`src/hw/rtl/fms_pkg.sv`:
```
// ----------------------------------------------------------------------------
// fms_pkg
// Shared types and codes for the flight mode sequencer: modes, jobs, item
// opcodes, event codes and the structs passed between the modules.
// ----------------------------------------------------------------------------
package fms_pkg;

    // Vehicle modes, same order as the event codes 0 to 7
    typedef enum logic [2:0] {
        MODE_PARKED  = 3'd0,
        MODE_STANDBY = 3'd1,
        MODE_TAKEOFF = 3'd2,
        MODE_GUIDED  = 3'd3,
        MODE_LANDING = 3'd4,
        MODE_LOITER  = 3'd5,
        MODE_SQUARE  = 3'd6,
        MODE_RETURN  = 3'd7
    } mode_t;

    // Guidance jobs started on mode entry
    typedef enum logic [2:0] {
        JOB_NONE    = 3'd0,
        JOB_TAKEOFF = 3'd1,
        JOB_LAND    = 3'd2,
        JOB_CIRCLE  = 3'd3,
        JOB_SQUARE  = 3'd4,
        JOB_PATH    = 3'd5
    } job_t;

    // Request opcodes
    typedef enum logic [1:0] {
        OP_STEP    = 2'd0,
        OP_ENABLE  = 2'd1,
        OP_DISABLE = 2'd2,
        OP_UNUSED  = 2'd3
    } op_t;

    // Event codes on event_req
    localparam logic [3:0] EV_PARKED  = 4'd0;
    localparam logic [3:0] EV_STANDBY = 4'd1;
    localparam logic [3:0] EV_TAKEOFF = 4'd2;
    localparam logic [3:0] EV_GUIDED  = 4'd3;
    localparam logic [3:0] EV_LANDING = 4'd4;
    localparam logic [3:0] EV_LOITER  = 4'd5;
    localparam logic [3:0] EV_SQUARE  = 4'd6;
    localparam logic [3:0] EV_RETURN  = 4'd7;

    // One request as captured in the input register
    typedef struct packed {
        op_t        op;
        logic [3:0] event_req;
        logic       autonomous_mode;
        logic       xy_job_enabled;
        logic       z_job_enabled;
        logic       xy_job_done;
        logic       z_job_done;
        logic       path_active;
    } item_t;

    // Sequencer state
    typedef struct packed {
        mode_t mode;
        logic  entry_pending;
        logic  updates_enabled;
    } seq_state_t;

    // One result
    typedef struct packed {
        mode_t mode_now;
        logic  reset_heading_hold;
        logic  reset_horizontal;
        logic  reset_vertical;
        job_t  start_job;
        logic  path_advance;
        logic  path_release;
        logic  disarm_request;
        logic  bad_event;
    } result_t;

endpackage

```
`src/hw/rtl/fms_step.sv`:
```
// ----------------------------------------------------------------------------
// fms_step
// Combinational transition logic: from the current state and one request,
// form the next state and the result.
// ----------------------------------------------------------------------------
module fms_step
    import fms_pkg::*;
(
    input  seq_state_t state_cur,
    input  item_t      item,
    output seq_state_t state_nxt,
    output result_t    result
);

    mode_t ev_mode;
    logic  go;
    mode_t go_mode;
    logic  is_entry_mode;

    assign ev_mode       = mode_t'(item.event_req[2:0]);
    assign is_entry_mode = (state_cur.mode == MODE_TAKEOFF) || (state_cur.mode == MODE_GUIDED)
                        || (state_cur.mode == MODE_LANDING) || (state_cur.mode == MODE_LOITER)
                        || (state_cur.mode == MODE_SQUARE);

    always_comb
    begin
        state_nxt = state_cur;
        result    = '0;
        go        = 1'b0;
        go_mode   = state_cur.mode;

        case (item.op)
            OP_ENABLE:
            begin
                // Enable updates and arm the entry job
                if (!state_cur.updates_enabled)
                begin
                    state_nxt.updates_enabled = 1'b1;
                    state_nxt.entry_pending   = 1'b1;
                end
            end
            OP_DISABLE:
            begin
                if (state_cur.updates_enabled)
                begin
                    state_nxt.updates_enabled = 1'b0;
                    state_nxt.entry_pending   = 1'b0;
                end
            end
            OP_STEP:
            begin
                if (state_cur.updates_enabled)
                begin
                    // Consume the pending mark: reset both axes, start the job
                    if (state_cur.entry_pending && is_entry_mode)
                    begin
                        state_nxt.entry_pending = 1'b0;
                        result.reset_horizontal = 1'b1;
                        result.reset_vertical   = 1'b1;
                        case (state_cur.mode)
                            MODE_TAKEOFF: result.start_job = JOB_TAKEOFF;
                            MODE_GUIDED:  result.start_job = JOB_PATH;
                            MODE_LANDING: result.start_job = JOB_LAND;
                            MODE_LOITER:  result.start_job = JOB_CIRCLE;
                            default:      result.start_job = JOB_SQUARE;
                        endcase
                    end

                    // Per-mode event handling
                    case (state_cur.mode)
                        MODE_PARKED:
                        begin
                            if (item.event_req == EV_PARKED)
                            begin
                                result.reset_heading_hold = item.autonomous_mode;
                                result.reset_horizontal   = item.xy_job_enabled;
                                result.reset_vertical     = item.z_job_enabled;
                            end
                            else if (item.event_req == EV_TAKEOFF
                                     || item.event_req == EV_GUIDED)
                            begin
                                go      = 1'b1;
                                go_mode = ev_mode;
                            end
                            else if (item.event_req != EV_LANDING)
                            begin
                                result.bad_event = 1'b1;
                            end
                        end
                        MODE_STANDBY:
                        begin
                            if (item.event_req == EV_STANDBY)
                            begin
                                result.reset_horizontal = item.xy_job_enabled;
                                result.reset_vertical   = item.z_job_enabled;
                            end
                            else if (item.event_req >= EV_TAKEOFF
                                     && item.event_req <= EV_RETURN)
                            begin
                                go      = 1'b1;
                                go_mode = ev_mode;
                            end
                            else
                            begin
                                result.bad_event = 1'b1;
                            end
                        end
                        MODE_TAKEOFF:
                        begin
                            if (item.event_req == EV_TAKEOFF)
                            begin
                                if (item.z_job_done && item.z_job_enabled)
                                    result.reset_vertical = 1'b1;
                            end
                            else if (item.event_req >= EV_STANDBY
                                     && item.event_req <= EV_RETURN)
                            begin
                                go      = 1'b1;
                                go_mode = ev_mode;
                            end
                            else
                            begin
                                result.bad_event = 1'b1;
                            end
                        end
                        MODE_GUIDED:
                        begin
                            if (item.event_req == EV_GUIDED)
                            begin
                                result.path_advance = item.path_active;
                            end
                            else if (item.event_req == EV_STANDBY
                                     || (item.event_req >= EV_LANDING
                                         && item.event_req <= EV_RETURN))
                            begin
                                go                  = 1'b1;
                                go_mode             = ev_mode;
                                result.path_release = 1'b1;
                            end
                            else
                            begin
                                result.bad_event = 1'b1;
                            end
                        end
                        MODE_LANDING:
                        begin
                            if (item.event_req == EV_STANDBY
                                || item.event_req == EV_TAKEOFF)
                            begin
                                go      = 1'b1;
                                go_mode = ev_mode;
                            end
                            else if (item.event_req == EV_LANDING)
                            begin
                                // Touchdown: drop to parked and ask for disarm
                                if (item.z_job_done)
                                begin
                                    if (item.z_job_enabled)
                                        result.reset_vertical = 1'b1;
                                    go                    = 1'b1;
                                    go_mode               = MODE_PARKED;
                                    result.disarm_request = 1'b1;
                                end
                            end
                            else
                            begin
                                result.bad_event = 1'b1;
                            end
                        end
                        MODE_LOITER, MODE_SQUARE:
                        begin
                            if (item.event_req == EV_STANDBY
                                || item.event_req == EV_LANDING)
                            begin
                                go      = 1'b1;
                                go_mode = ev_mode;
                            end
                            else if (item.event_req == {1'b0, state_cur.mode})
                            begin
                                if (item.xy_job_done && item.xy_job_enabled)
                                    result.reset_horizontal = 1'b1;
                            end
                            else
                            begin
                                result.bad_event = 1'b1;
                            end
                        end
                        default:
                        begin
                            // Return falls back to standby on any event
                            go      = 1'b1;
                            go_mode = MODE_STANDBY;
                        end
                    endcase

                    // Apply the mode change
                    if (go)
                    begin
                        state_nxt.mode          = go_mode;
                        state_nxt.entry_pending = 1'b1;
                    end
                end
            end
            default:
            begin
                // Unused opcode: ignore
            end
        endcase

        result.mode_now = state_nxt.mode;
    end

endmodule

```
`src/hw/rtl/flight_mode_sequencer.sv`:
```
// ----------------------------------------------------------------------------
// flight_mode_sequencer
// Eight-mode vehicle sequencer. Takes enable, disable and step requests and
// returns one result per request with the new mode and command flags.
// ----------------------------------------------------------------------------
//  channel   handshake             payload
//  -------   -------------------   --------------------------------------------
//  request   cmd_valid/cmd_stall   op, event_req, job and path status bits
//  result    res_valid/res_stall   mode_now, reset/start/path/disarm/bad flags
//
//  One request per cycle while res_stall is low; a request passes through
//  the input register, then the transition logic into the result register.
//  State advances when a request moves from the input register to the
//  result register. Reset clears mode to parked and both flags.
//  A stalled result holds the result register; cmd_stall rises only when
//  the input register is full and cannot move forward.
// ----------------------------------------------------------------------------
module flight_mode_sequencer
    import fms_pkg::*;
(
    input  logic       clk,
    input  logic       rst_n,

    input  logic       cmd_valid,
    output logic       cmd_stall,
    input  logic [1:0] op,
    input  logic [3:0] event_req,
    input  logic       autonomous_mode,
    input  logic       xy_job_enabled,
    input  logic       z_job_enabled,
    input  logic       xy_job_done,
    input  logic       z_job_done,
    input  logic       path_active,

    output logic       res_valid,
    input  logic       res_stall,
    output logic [2:0] mode_now,
    output logic       reset_heading_hold,
    output logic       reset_horizontal,
    output logic       reset_vertical,
    output logic [2:0] start_job,
    output logic       path_advance,
    output logic       path_release,
    output logic       disarm_request,
    output logic       bad_event
);

    logic       in_valid_reg;
    item_t      in_item_reg;
    logic       res_valid_reg;
    result_t    res_reg;
    seq_state_t state_reg;
    seq_state_t state_next;
    result_t    res_next;
    logic       advance;
    logic       cmd_take;

    // Move the held request forward when the result register is free
    assign advance   = in_valid_reg && (!res_valid_reg || !res_stall);
    assign cmd_stall = in_valid_reg && !advance;
    assign cmd_take  = cmd_valid && !cmd_stall;

    // Input register
    always_ff @(posedge clk or negedge rst_n)
    begin
        if (!rst_n)
            in_valid_reg <= 1'b0;
        else if (cmd_take)
            in_valid_reg <= 1'b1;
        else if (advance)
            in_valid_reg <= 1'b0;
    end

    always_ff @(posedge clk)
    begin
        if (cmd_take)
        begin
            in_item_reg.op              <= op_t'(op);
            in_item_reg.event_req       <= event_req;
            in_item_reg.autonomous_mode <= autonomous_mode;
            in_item_reg.xy_job_enabled  <= xy_job_enabled;
            in_item_reg.z_job_enabled   <= z_job_enabled;
            in_item_reg.xy_job_done     <= xy_job_done;
            in_item_reg.z_job_done      <= z_job_done;
            in_item_reg.path_active     <= path_active;
        end
    end

    // Transition logic
    fms_step u_step (
        .state_cur (state_reg),
        .item      (in_item_reg),
        .state_nxt (state_next),
        .result    (res_next)
    );

    // Sequencer state
    always_ff @(posedge clk or negedge rst_n)
    begin
        if (!rst_n)
        begin
            state_reg.mode            <= MODE_PARKED;
            state_reg.entry_pending   <= 1'b0;
            state_reg.updates_enabled <= 1'b0;
        end
        else if (advance)
        begin
            state_reg <= state_next;
        end
    end

    // Result register
    always_ff @(posedge clk or negedge rst_n)
    begin
        if (!rst_n)
            res_valid_reg <= 1'b0;
        else if (advance)
            res_valid_reg <= 1'b1;
        else if (!res_stall)
            res_valid_reg <= 1'b0;
    end

    always_ff @(posedge clk)
    begin
        if (advance)
            res_reg <= res_next;
    end

    // Drive result ports
    assign res_valid          = res_valid_reg;
    assign mode_now           = res_reg.mode_now;
    assign reset_heading_hold = res_reg.reset_heading_hold;
    assign reset_horizontal   = res_reg.reset_horizontal;
    assign reset_vertical     = res_reg.reset_vertical;
    assign start_job          = res_reg.start_job;
    assign path_advance       = res_reg.path_advance;
    assign path_release       = res_reg.path_release;
    assign disarm_request     = res_reg.disarm_request;
    assign bad_event          = res_reg.bad_event;

    // A disarm request always lands in parked
    a_disarm_parked: assert property (@(posedge clk) disable iff (!rst_n)
        (res_valid && disarm_request) |-> (mode_now == MODE_PARKED))
        else $error("disarm request outside parked");

    // A started job always comes with reset of both axes
    a_job_resets: assert property (@(posedge clk) disable iff (!rst_n)
        (res_valid && start_job != JOB_NONE) |-> (reset_horizontal && reset_vertical))
        else $error("job started without axis reset");

    // Releasing the path means guided was left
    a_release_leaves: assert property (@(posedge clk) disable iff (!rst_n)
        (res_valid && path_release) |-> (mode_now != MODE_GUIDED))
        else $error("path released while staying in guided");

    // While updates are off, the mode cannot change
    a_frozen_mode: assert property (@(posedge clk) disable iff (!rst_n)
        (advance && !state_reg.updates_enabled) |=> $stable(state_reg.mode))
        else $error("mode changed while updates disabled");

endmodule
```
`config.mk`:
```
export PLATFORM = sky130hd
export DESIGN_NAME = flight_mode_sequencer
export DESIGN_NICKNAME = d
export VERILOG_FILES = /design/src/hw/rtl/fms_pkg.sv /design/src/hw/rtl/fms_step.sv /design/src/hw/rtl/flight_mode_sequencer.sv
export SDC_FILE = /design/constraint.sdc
export NUM_CORES = 1
export LEC_CHECK = 0
export ABC_CLOCK_PERIOD_IN_PS = 2100
export BUFFER_PORTS_ARGS = -buffer_cell sky130_fd_sc_hd__buf_4
export CAP_MARGIN = 15
export CORE_MARGIN = 4
export CORE_UTILIZATION = 59
export CTS_BUF_LIST = sky130_fd_sc_hd__clkbuf_2
export DETAILED_ROUTE_END_ITERATION = 8
export PLACE_DENSITY = 0.92
export SYNTH_ARGS = -nofsm -noshare
export SYNTH_HDL_FRONTEND = slang
export SYNTH_SLANG_ARGS = --single-unit
```
`constraint.sdc`:
```
create_clock -name clk -period 2.1 [get_ports clk]
set_input_delay 0.21 -clock clk [delete_from_list [all_inputs] [get_ports clk]]
set_output_delay 0.21 -clock clk [all_outputs]
set_load 0.01 [all_outputs]
```
## Word-level counts from Yosys, hierarchy flattened

Index checks and enable logic that the tools add are counted.

- Register bits after elaboration: 32
- Bits of input ports: 16
- Output and inout bits: 15

- $lt $le $gt $ge: 4
- Eq/ne operators: 19
- Multiplexer cells: 69
- Bitwise operators: 3
- Reductions and logical operators: 37

Operators by type and width:

| operator | count |
|---|---|
| 1-bit 2-to-1 mux | 41 |
| 3-bit 2-to-1 mux | 13 |
| 3-bit one-hot mux with 6 select lines | 1 |
| 1-bit one-hot mux with 6 select lines | 2 |
| 3-bit one-hot mux with 4 select lines | 1 |
| 3-bit == test (second input constant) | 3 |
| 1-bit logical AND | 9 |
| 1-bit logical OR | 9 |
| 4-bit by 2-bit == test with 1-bit output (second input constant) | 2 |
| 2-bit 2-to-1 mux | 4 |
| 4-bit 2-to-1 mux | 2 |
| 4-bit AND reduction | 2 |
| 3-bit by 2-bit == test with 1-bit output (second input constant) | 2 |
| 2-bit != test (second input constant) | 3 |
| 1-bit one-hot mux with 3 select lines | 2 |
| 3-bit AND reduction | 2 |
| 6-bit AND reduction | 1 |
| 5-bit 2-to-1 mux | 1 |
| 4-bit by 1-bit == test with 1-bit output (second input constant) | 1 |
| 4-bit by 3-bit == test with 1-bit output | 1 |
| 4-bit by 3-bit == test with 1-bit output (second input constant) | 1 |
| 4-bit by 1-bit greater-or-equal comparator with 1-bit output (second input constant) | 1 |
| 4-bit by 2-bit greater-or-equal comparator with 1-bit output (second input constant) | 1 |
| 4-bit by 3-bit greater-or-equal comparator with 1-bit output (second input constant) | 1 |
| 19 further kinds | 26 |

## Depth between registers and ports, before layout

Gate-level depths: netlist of run 1.

- Depth after elaboration: 12
- Depth in mapped cells: 8
- Gate-level depth less buffers: 7

## Modules after synthesis

Synthesis of run 1 repeated with hierarchy kept, for this count alone.

- Cells, all modules: 199
- Area, all modules: 2021.9 um^2

Modules (own cells, without submodules):

| module | instances | cells an instance | area each (um^2) | sequential area each (um^2) |
|---|---|---|---|---|
| flight_mode_sequencer | 1 | 43 | 1031.0 | 925.9 |
| fms_step | 1 | 156 | 991.0 | 0.0 |

## Worst setup path before layout of run 1

OpenSTA, ideal clock, no wires.

- Path type: reg-to-reg
- From: reg state_reg[3] (netlist name)
- To: reg res_reg, in the netlist mode_now[0], data pin
- Setup time: 262 ps
- Data arrival time: 1563 ps
- Data required time: 1838 ps
- Setup slack: 275 ps
- Cell stages (with the launch flop): 6
- Path buffers: 0
- Cell sequence: dfrtp_1 -> or2_1 -> a221oi_2 -> o21ai_2 -> o21ai_2 -> mux2_1

RTL lines:

| item | line | text |
|---|---|---|
| start, declared | flight_mode_sequencer.sv:52 | `seq_state_t state_reg;` |
| start signal, assigned | flight_mode_sequencer.sv:108 | `state_reg <= state_next;` |
| end signal, assigned | flight_mode_sequencer.sv:126 | `res_reg <= res_next;` |
| end, declared | flight_mode_sequencer.sv:51 | `result_t res_reg;` |

## Final worst setup path of run 1

- From: reg state_reg[2] (netlist name)
- To: reg res_reg, in the netlist reset_vertical, data pin

- Longest elaborated chain between the ends: 12
- Elaborated cells between the ends (all ways): 22
- Those cells by class: eq/ne (6); mux (10); reduce/logical (6)

Ends and longest elaborated chain:

| item | line | text |
|---|---|---|
| 3-bit by 2-bit == test with 1-bit output, on equally long branches | fms_step.sv:21, fms_step.sv:70 |  |
| 1-bit logical OR | fms_step.sv:21 | `assign is_entry_mode = (state_cur.mode == MODE_TAKEOFF) \|\| (state_cur.mode == MODE_GUIDED)` |
| 1-bit logical OR (2 in a row) | fms_step.sv:22 | `\|\| (state_cur.mode == MODE_LANDING) \|\| (state_cur.mode == MODE_LOITER)` |
| 1-bit logical OR | fms_step.sv:23 | `\|\| (state_cur.mode == MODE_SQUARE);` |
| 1-bit logical AND | fms_step.sv:55 | `if (state_cur.entry_pending && is_entry_mode)` |
| 5-bit 2-to-1 mux | fms_step.sv:55 |  |
| 1-bit 2-to-1 mux | fms_step.sv:158 | `if (item.z_job_enabled)` |
| 1-bit 2-to-1 mux | fms_step.sv:156 | `if (item.z_job_done)` |
| 1-bit 2-to-1 mux | fms_step.sv:153 | `else if (item.event_req == EV_LANDING)` |
| 1-bit 2-to-1 mux | fms_step.sv:147 | `if (item.event_req == EV_STANDBY` |
| 1-bit one-hot mux with 4 select lines * | fms_step.sv:70 | `case (state_cur.mode)` |

Mark *: on every way between the ends. The rest lies on a longest branch, timed or not.
A chain may end at the register's enable or synchronous reset.

==> metrics.md, run 1 <==
| Metric | Value |
|---|---|
| Status | completed |
| Mux contribution to synthesized area | 1.09% |
| Final setup viols | 0 |
| Slew Viols, Final | 0 |
| Routability cong. | 0.946 |
| Clk root buf | clkbuf_2 |
| Hold Path Origin | res_stall |
| Top area cells in the synthesized netlist | edfxtp_1 36%, dfrtp_1 8.5%, nand2_1 3.5% |
| CP Cell Sequence | buf_4 > inv_1 > nand2_1 > nor4b_1 > o21ai_1 > a221oi_1 |
| Multi-input gate area | 1000 sq um |
| Via count | 1898 |
| Worst-path fanout max | 10 |
| Synth Cell Area | 2060 sq um |
| Final nets | 293 |
| FF+latch area | 927 sq um |
| Commonest non-fill, non-tap cell in the layout | buf_4 |
| GRT Resource Usage Total | roughly 27% |
| Syn Area/Cell | 10.1 sq um |
| CORE AREA | 3360 sq um |
| Post-synthesis simple-gate area fraction | between 20% and 30% |
| Final Non-Filler Cells | between 300 and 400 |
| Peak Freq | 495 MHz |
| Worst-Margin Slew | 0.502 ns |
| CTS tree | done |
| Input/output buffers | 30 |
| Post-synth top area share | 36.4% |
| Share of synthesized registers carrying an async set or reset | a little over a fifth |
| Die height | 67.2 um |
| Critical path's largest stage delay | 0.56 ns |
| Drt drc | 0 |
| Relative slew slack | 66.6% |
| Synth Area in Compound Gates | 22.7% |
| Number of synthesized flops with an enable pin | 25 |
| Initial antenna violation count | 0 |
| Synth Area in XOR/XNOR | 0.848% |
| Minimum clock period after layout | 2.02 ns |
| DP Cell Count | 294 |
| # fillers | 220 |
| Hold Path End | res_valid$_DFFE_PN0P_ |
| Final wirelength | 5410 um |
| Vias in the first global route | 1818 |
| Adder-Cell Fraction of Synth Area | 3.39% |
| Commonest register cell after synthesis | edfxtp_1 |
| Leak | 1.12 nW |
| Cell variety after synth | 61 |
| Antenna Cells | 0 |
| Syn nets | 224 |
| Inserted Clock Buffers | 5 |
| Fin Setup TNS | 0 ns |
| DRT Pass-1 Iters | 4 |
| Area leader, netlist | edfxtp_1 |
| Crit-path slowest cell | dfrtp_1 |
| Largest net degree at the start of global routing | 23 |
| Mapped Cells | around 200 |
| Clock Latency Late Sink | 0.39 ns |
| Starting density of the core | between 60% and 70% |
| Pwr dens | between 700 and 800 nW/um^2 |
| Hold path depth | 3 |
| RR Startpoint | state_reg[2]$_DFFE_PN0P_ |
| Area Overhead vs Synth | 31.9% |
| Reg2Reg Setup Slack | between 0.07 and 0.08 ns |
| Final Hold Vio Count | 0 |
| Clock Skew | 0.0288 ns |
| First-pass GRT wire length | 8940 um |
| DP HPWL | between 3000 and 4000 um |
| CP Data Arrival Time | 2.19 ns |
| Hold Path Class | input port to flop |
| Post-synthesis sequential area ratio | between 40% and 50% |
| Largest family of logic cells by synthesized area | compound AO/OA/AOI/OAI gates |
| Vias/cell | slightly below 6 |
| CTS sink cnt | 32 |
| Worst EP required | 2.27 ns |
| Period utilisation layout | 96.2% |
| Startpoint types | flop |
| Initial DRC count | between 200 and 250 |
| VDD IR max | 0.658 mV |
| Avg WL per Cell | approximately 17 um |
| GRT overflow | 0 |
| Worst setup EP type | flop |
| Fin util | 81.0% |
| Worst Setup SP | state_reg[2]$_DFFE_PN0P_ |
| I/O pin count | 31 |
| Die Wd | 67.2 um |
| Dpl cell area | 2480 sq um |
| Share of cells above drive strength 1 | 30.3% |
| Max-cap viol count | 0 |
| Std-Cell Rows | 21 |
| Final cell area excluding filler cells | roughly 2700 sq um |
| H-tree levels | 2 |
| R2r endpoint | reset_vertical$_SDFFCE_PN0P_ |
| Synthesized flop and latch total | 32 |
| Clk pin slew, worst setup/hold paths | between 0.15 and 0.2 ns |
| Most frequent cells in the layout | 63 x buf_4, 25 x edfxtp_1, 19 x nand2_1 |
| Die Area | about 4500 sq um |
| Largest register FFs | 12 |
| ANT nets after route | 0 |
| WS Path Type | flop to flop |
| Ys Warns | 0 |
| Clock buffer depth | 2 |
| Cells on worst reg2reg path | 6 |
-- synthesized netlist by cell type (3+ instances only) --
master / instances
nand2_1: 19
o21ai_0: 13
buf_2: 8
nor3_1: 3
nor2b_1: 3
nand3_1: 7
nor2_1: 8
a21oi_1: 8
buf_4: 3
buf_6: 3
nand2b_1: 7
a2111oi_0: 3
nor4_1: 5
and2b_1: 3
dfrtp_1: 7
o22ai_1: 4
o21ai_1: 3
inv_1: 9
and2_1: 3
o31ai_1: 3
edfxtp_1: 25
ha_1: 4
-- logic make-up after synthesis --
logic type,Yosys count
adder cells (fa/ha/maj),6
AO/OA/AOI/OAI,62
multiplexers,2
buffers and inverters,25
AND/OR/NAND/NOR,75
XOR/XNOR,2
flip-flops,32
-- repair_timing --
item,4_1_cts,5_1_grt
setup endpoints to repair,0,4
hold endpoints to repair,20,0
setup buffers,0,4
gates resized for setup,0,5
hold buffers,14,0
-- critical path: cells and delay by family, from the launching register on --
kind	cells	cell delay, ns
and+or+nand+nor	2	0.42
AOI/OAI and AO/OA	2	0.52
DFF	1	0.56
buffers and inverters	2	0.30
-- power breakdown --
group	leakage [nW]	total, mW	internal [mW]	switching, mW
Combinational	0.755	0.836	0.400	0.437
Sequential	0.326	0.843	0.768	0.0755
Clock	0.0390	0.426	0.199	0.227
-- per-layer routing --
| layer | track usage [%] | share of wire [%] |
|---|---|---|
| met5 | 0 | 0 |
| met4 | 10.4 | 2.4 |
| met3 | 6.49 | 9.1 |
| met2 | 42.3 | 49 |
| met1 | 35.9 | 39 |
-- layout make-up --
| cell class | count | area share [%] |
|---|---|---|
| multi-input combinational | 147 | 36.9 |
| sequential | 32 | 34.1 |
| timing repair buffer | 78 | 23.3 |
| tap | 46 | 2.11 |
| clock inverter | 3 | 1.56 |
| inverter | 9 | 1.24 |
| clock buffer | 5 | 0.919 |
-- per-stage QoR --
step,setup slack (ns),total power [mW],hold slack (ns)
final,0.0796,2.11,0.0472
after global routing,-0.0210,2.22,0.00593
after CTS,0.0692,2.07,0.0296
after detailed placement,0.0876,1.62,0.0329
after global placement,0.121,1.61,0.0307
after floorplan,0.275,1.32,-0.0856
-- how the worst max path moves through the flow --
| stage | to | slack, ns | cells after the start |
|---|---|---|---|
| finish | reset_vertical$_SDFFCE_PN0P_ | 0.08 | 6 |
| global route | mode_now[1]$_DFFE_PP_ | -0.02 | 7 |
| CTS | reset_vertical$_SDFFCE_PN0P_ | 0.07 | 5 |
| detailed placement | mode_now[0]$_DFFE_PP_ | 0.09 | 5 |
| floorplan | mode_now[0]$_DFFE_PP_ | 0.28 | 5 |
| global placement | mode_now[2]$_DFFE_PP_ | 0.12 | 7 |
(Power assumes the default switching activity.)
==> run 2: changes to the inputs <==
Settings changed: ABC_CLOCK_PERIOD_IN_PS 2100 to 1900, CTS_BUF_LIST sky130_fd_sc_hd__clkbuf_2 to sky130_fd_sc_hd__clkbuf_4 sky130_fd_sc_hd__clkbuf_8.
Clock period 2.1 ns to 1.9 ns, I/O delays scaled along.
==> metrics.md, run 2 (synthesis gave the netlist of run 1 again) <==
| Metric | Value |
|---|---|
| Status | finished with violations |
| Failing checks | negative setup slack |
| # fillers | 141 (-36%) |
| GRT overflow | 0 (unchanged) |
| Pwr dens | 872 nW/um^2 (+13%) |
| Clock Latency Late Sink | 0.36 ns (-0.03 ns) |
| Switch Pwr | 0.953 mW (+29%) |
| Antenna Cells | 0 (unchanged) |
| I/O pin count | 31 (unchanged) |
| VDD IR max | 0.582 mV (-12%) |
| Fin util | 90.1% (+9.1 points) |
| Final cell area excluding filler cells | 3030 sq um (+11%) |
| H-tree levels | 2 (unchanged) |
| Clock power share | 20.2% (about the same) |
| Worst EP required | 2.15 ns (-0.12 ns) |
| Dpl ws | -0.139 ns (-0.227 ns) |
| M2 GR Usage | 52.3% (+9.9 points) |
| Tot Pwr | 2.64 mW (+25%) |
| Area Overhead vs Synth | 46.7% |
| Worst Slack Setup Final | -0.112 ns (-0.191 ns) |
| Largest register FFs | 12 (unchanged) |
| Largest net degree at the start of global routing | 14 (-39%) |
| DRT Pass-1 Iters | 7 (+3) |
| Final Hold Vio Count | 0 (unchanged) |
| Std-Cell Rows | 21 (unchanged) |
| Relative slew slack | 66.8% (+0.22 points) |
| Dpl cell area | 2710 sq um (+9.2%) |
| Part of the power in registers | 35.8% (-4.2 points) |
| Minimum clock period after layout | 2.01 ns (-0.00885 ns) |
| Most used routing layer | met2 |
| Clock Skew | 0.00629 ns (-0.0225 ns) |
| Worst-Margin Slew | 0.498 ns (-0.00328 ns) |
| Clk pin slew, worst setup/hold paths | 0.10 ns (-0.08 ns) |
| Initial antenna violation count | 0 (unchanged) |
| Switching part of the total power | 36.1% (+0.97 points) |
| Met1 Usage GRT | 37.9% (+2.0 points) |
| CTS tree | done |
| Hold Path Class | input port to flop |
| Routability cong. | 1.00 (+5.8%) |
| Logic pwr share | 44.0% (+4.3 points) |
| Final nets | 320 (+9.2%) |
| Clk root buf | clkbuf_4 |
| Most frequent cells in the layout | 86 x buf_4, 25 x edfxtp_1, 19 x nand2_1 |
| Die Wd | 67.2 um (unchanged) |
| Drt drc | 0 (unchanged) |
| Inserted Clock Buffers | 5 (unchanged) |
| Worst setup EP type | flop |
| Initial DRC count | 380 (+80%) |
| DP HPWL | 4610 um (+22%) |
| RSZ-0062 raised after global routing | true |
| CORE AREA | 3360 sq um (unchanged) |
| CTS sink cnt | 32 (unchanged) |
| Slew Viols, Final | 0 (unchanged) |
| Die Area | 4510 sq um (unchanged) |
| Vias/cell | 6.41 (+8.1%) |
| Startpoint types | flop |
| Peak Freq | 497 MHz (+0.44%) |
| Avg WL per Cell | 20.8 um (+23%) |
| Final wirelength | 7210 um (+33%) |
| WS Path Type | flop to flop |
| Die height | 67.2 um (unchanged) |
| Input/output buffers | 30 (unchanged) |
| Starting density of the core | 61.4% (unchanged) |
| First-pass GRT wire length | 10200 um (+15%) |
| Worst-path fanout max | 6 (-4) |
| Leak | 1.27 nW (+14%) |
| Vias in the first global route | 2064 (+14%) |
| Commonest non-fill, non-tap cell in the layout | buf_4 |
| Via count | 2225 (+17%) |
| Max-cap viol count | 0 (unchanged) |
| Clock buffer depth | 2 (unchanged) |
| Period utilisation layout | 106% (+9.7 points) |
| CP Data Arrival Time | 2.26 ns (+0.07 ns) |
| Int Pwr | 1.69 mW (+24%) |
| Share of cells above drive strength 1 | 42.2% (+12 points) |
| Met3 Track Usage GR | 8.82% (+2.3 points) |
| ANT nets after route | 0 (unchanged) |
| GRT Resource Usage Total | 32.0% (+5.0 points) |
| Final setup viols | 8 (+8) |
[run 2: cell types whose count changed in the layout (fill, tap and decap cells not counted), sizes merged]
| cell | before | now |
|---|---|---|
| clkbuf | 5 | 6 |
| buf | 64 | 94 |
| dlygate4sd3 | 14 | 10 |
[run 2: path summary, 6_finish.rpt]
kind	cells after the start	from	slack, ns	end
max	7	in_item_reg[7]$_DFFE_PP_	-0.11	state_reg[2]$_DFFE_PN0P_
min	1	z_job_done	0.004	in_item_reg[1]$_DFFE_PP_
max reg2reg	7	in_item_reg[7]$_DFFE_PP_	-0.11	state_reg[2]$_DFFE_PN0P_
min reg2reg	1	in_valid_reg$_DFFE_PN0P_	0.55	res_valid$_DFFE_PN0P_
max in group asynchronous	2	rst_n	1.59	state_reg[4]$_DFFE_PN0P_
min in group asynchronous	2	rst_n	0.17	state_reg[0]$_DFFE_PN0P_
[run 2: repair_timing]
| action | 4_1_cts | 5_1_grt |
|---|---|---|
| endpoints found under the setup margin | 6 | 10 |
| gates resized for setup | 15 | 7 |
| hold buffers | 1 | 9 |
| gates cloned | 1 | 0 |
| pin swaps | 7 | 1 |
| buffers inserted | 4 | 3 |
| endpoints found under the hold margin | 7 | 9 |
[run 2: area by class of cell]
type	count	area [sq um]	area share [%]
Tap cell	46	57.6	1.90
Inverter	9	33.8	1.12
Clock buffer	5	37.5	1.24
Clock inverter	3	42.5	1.40
Timing Repair Buffer	105	861	28.4
Sequential cell	32	928	30.6
Multi-Input combinational cell	147	1070	35.3
[run 2: metrics by stage]
stage / hold WS, ns / instances / setup TNS, ns
2_1_floorplan: -0.106 / 204 / 0
5_1_grt: 0.00641 / 347 / -0.965
4_1_cts: 0.00361 / 335 / -0.0795
6_report: 0.00382 / 347 / -0.466
3_3_place_gp: 0.00891 / 321 / -0.208
3_5_place_dp: 0.0103 / 321 / -0.442
[run 2: power by group through the flow]
| stage | logic (mW) | registers, mW | clock network, mW |
|---|---|---|---|
| after floorplan | 0.530 | 0.929 | 0 |
| after global placement | 0.960 | 0.943 | 0 |
| after detailed placement | 0.977 | 0.944 | 0 |
| after CTS | 1.03 | 0.935 | 0.526 |
| after global routing | 1.21 | 0.945 | 0.560 |
| final | 1.16 | 0.945 | 0.534 |
[run 2: worst max-delay path, stage by stage (launching register included)]
cell      delay, ns
edfxtp_1       0.43
buf_6          0.15
and2b_2        0.21
a221oi_2       0.29
o21ai_2        0.12
buf_6          0.16
o211ai_4       0.21
mux2_4         0.33
[run 2: per-layer routing]
metal	vias up	routed length (um)
li1	961	-
met1	986	2570
met2	209	3280
met3	69	838
met4	0	520
met5	-	0
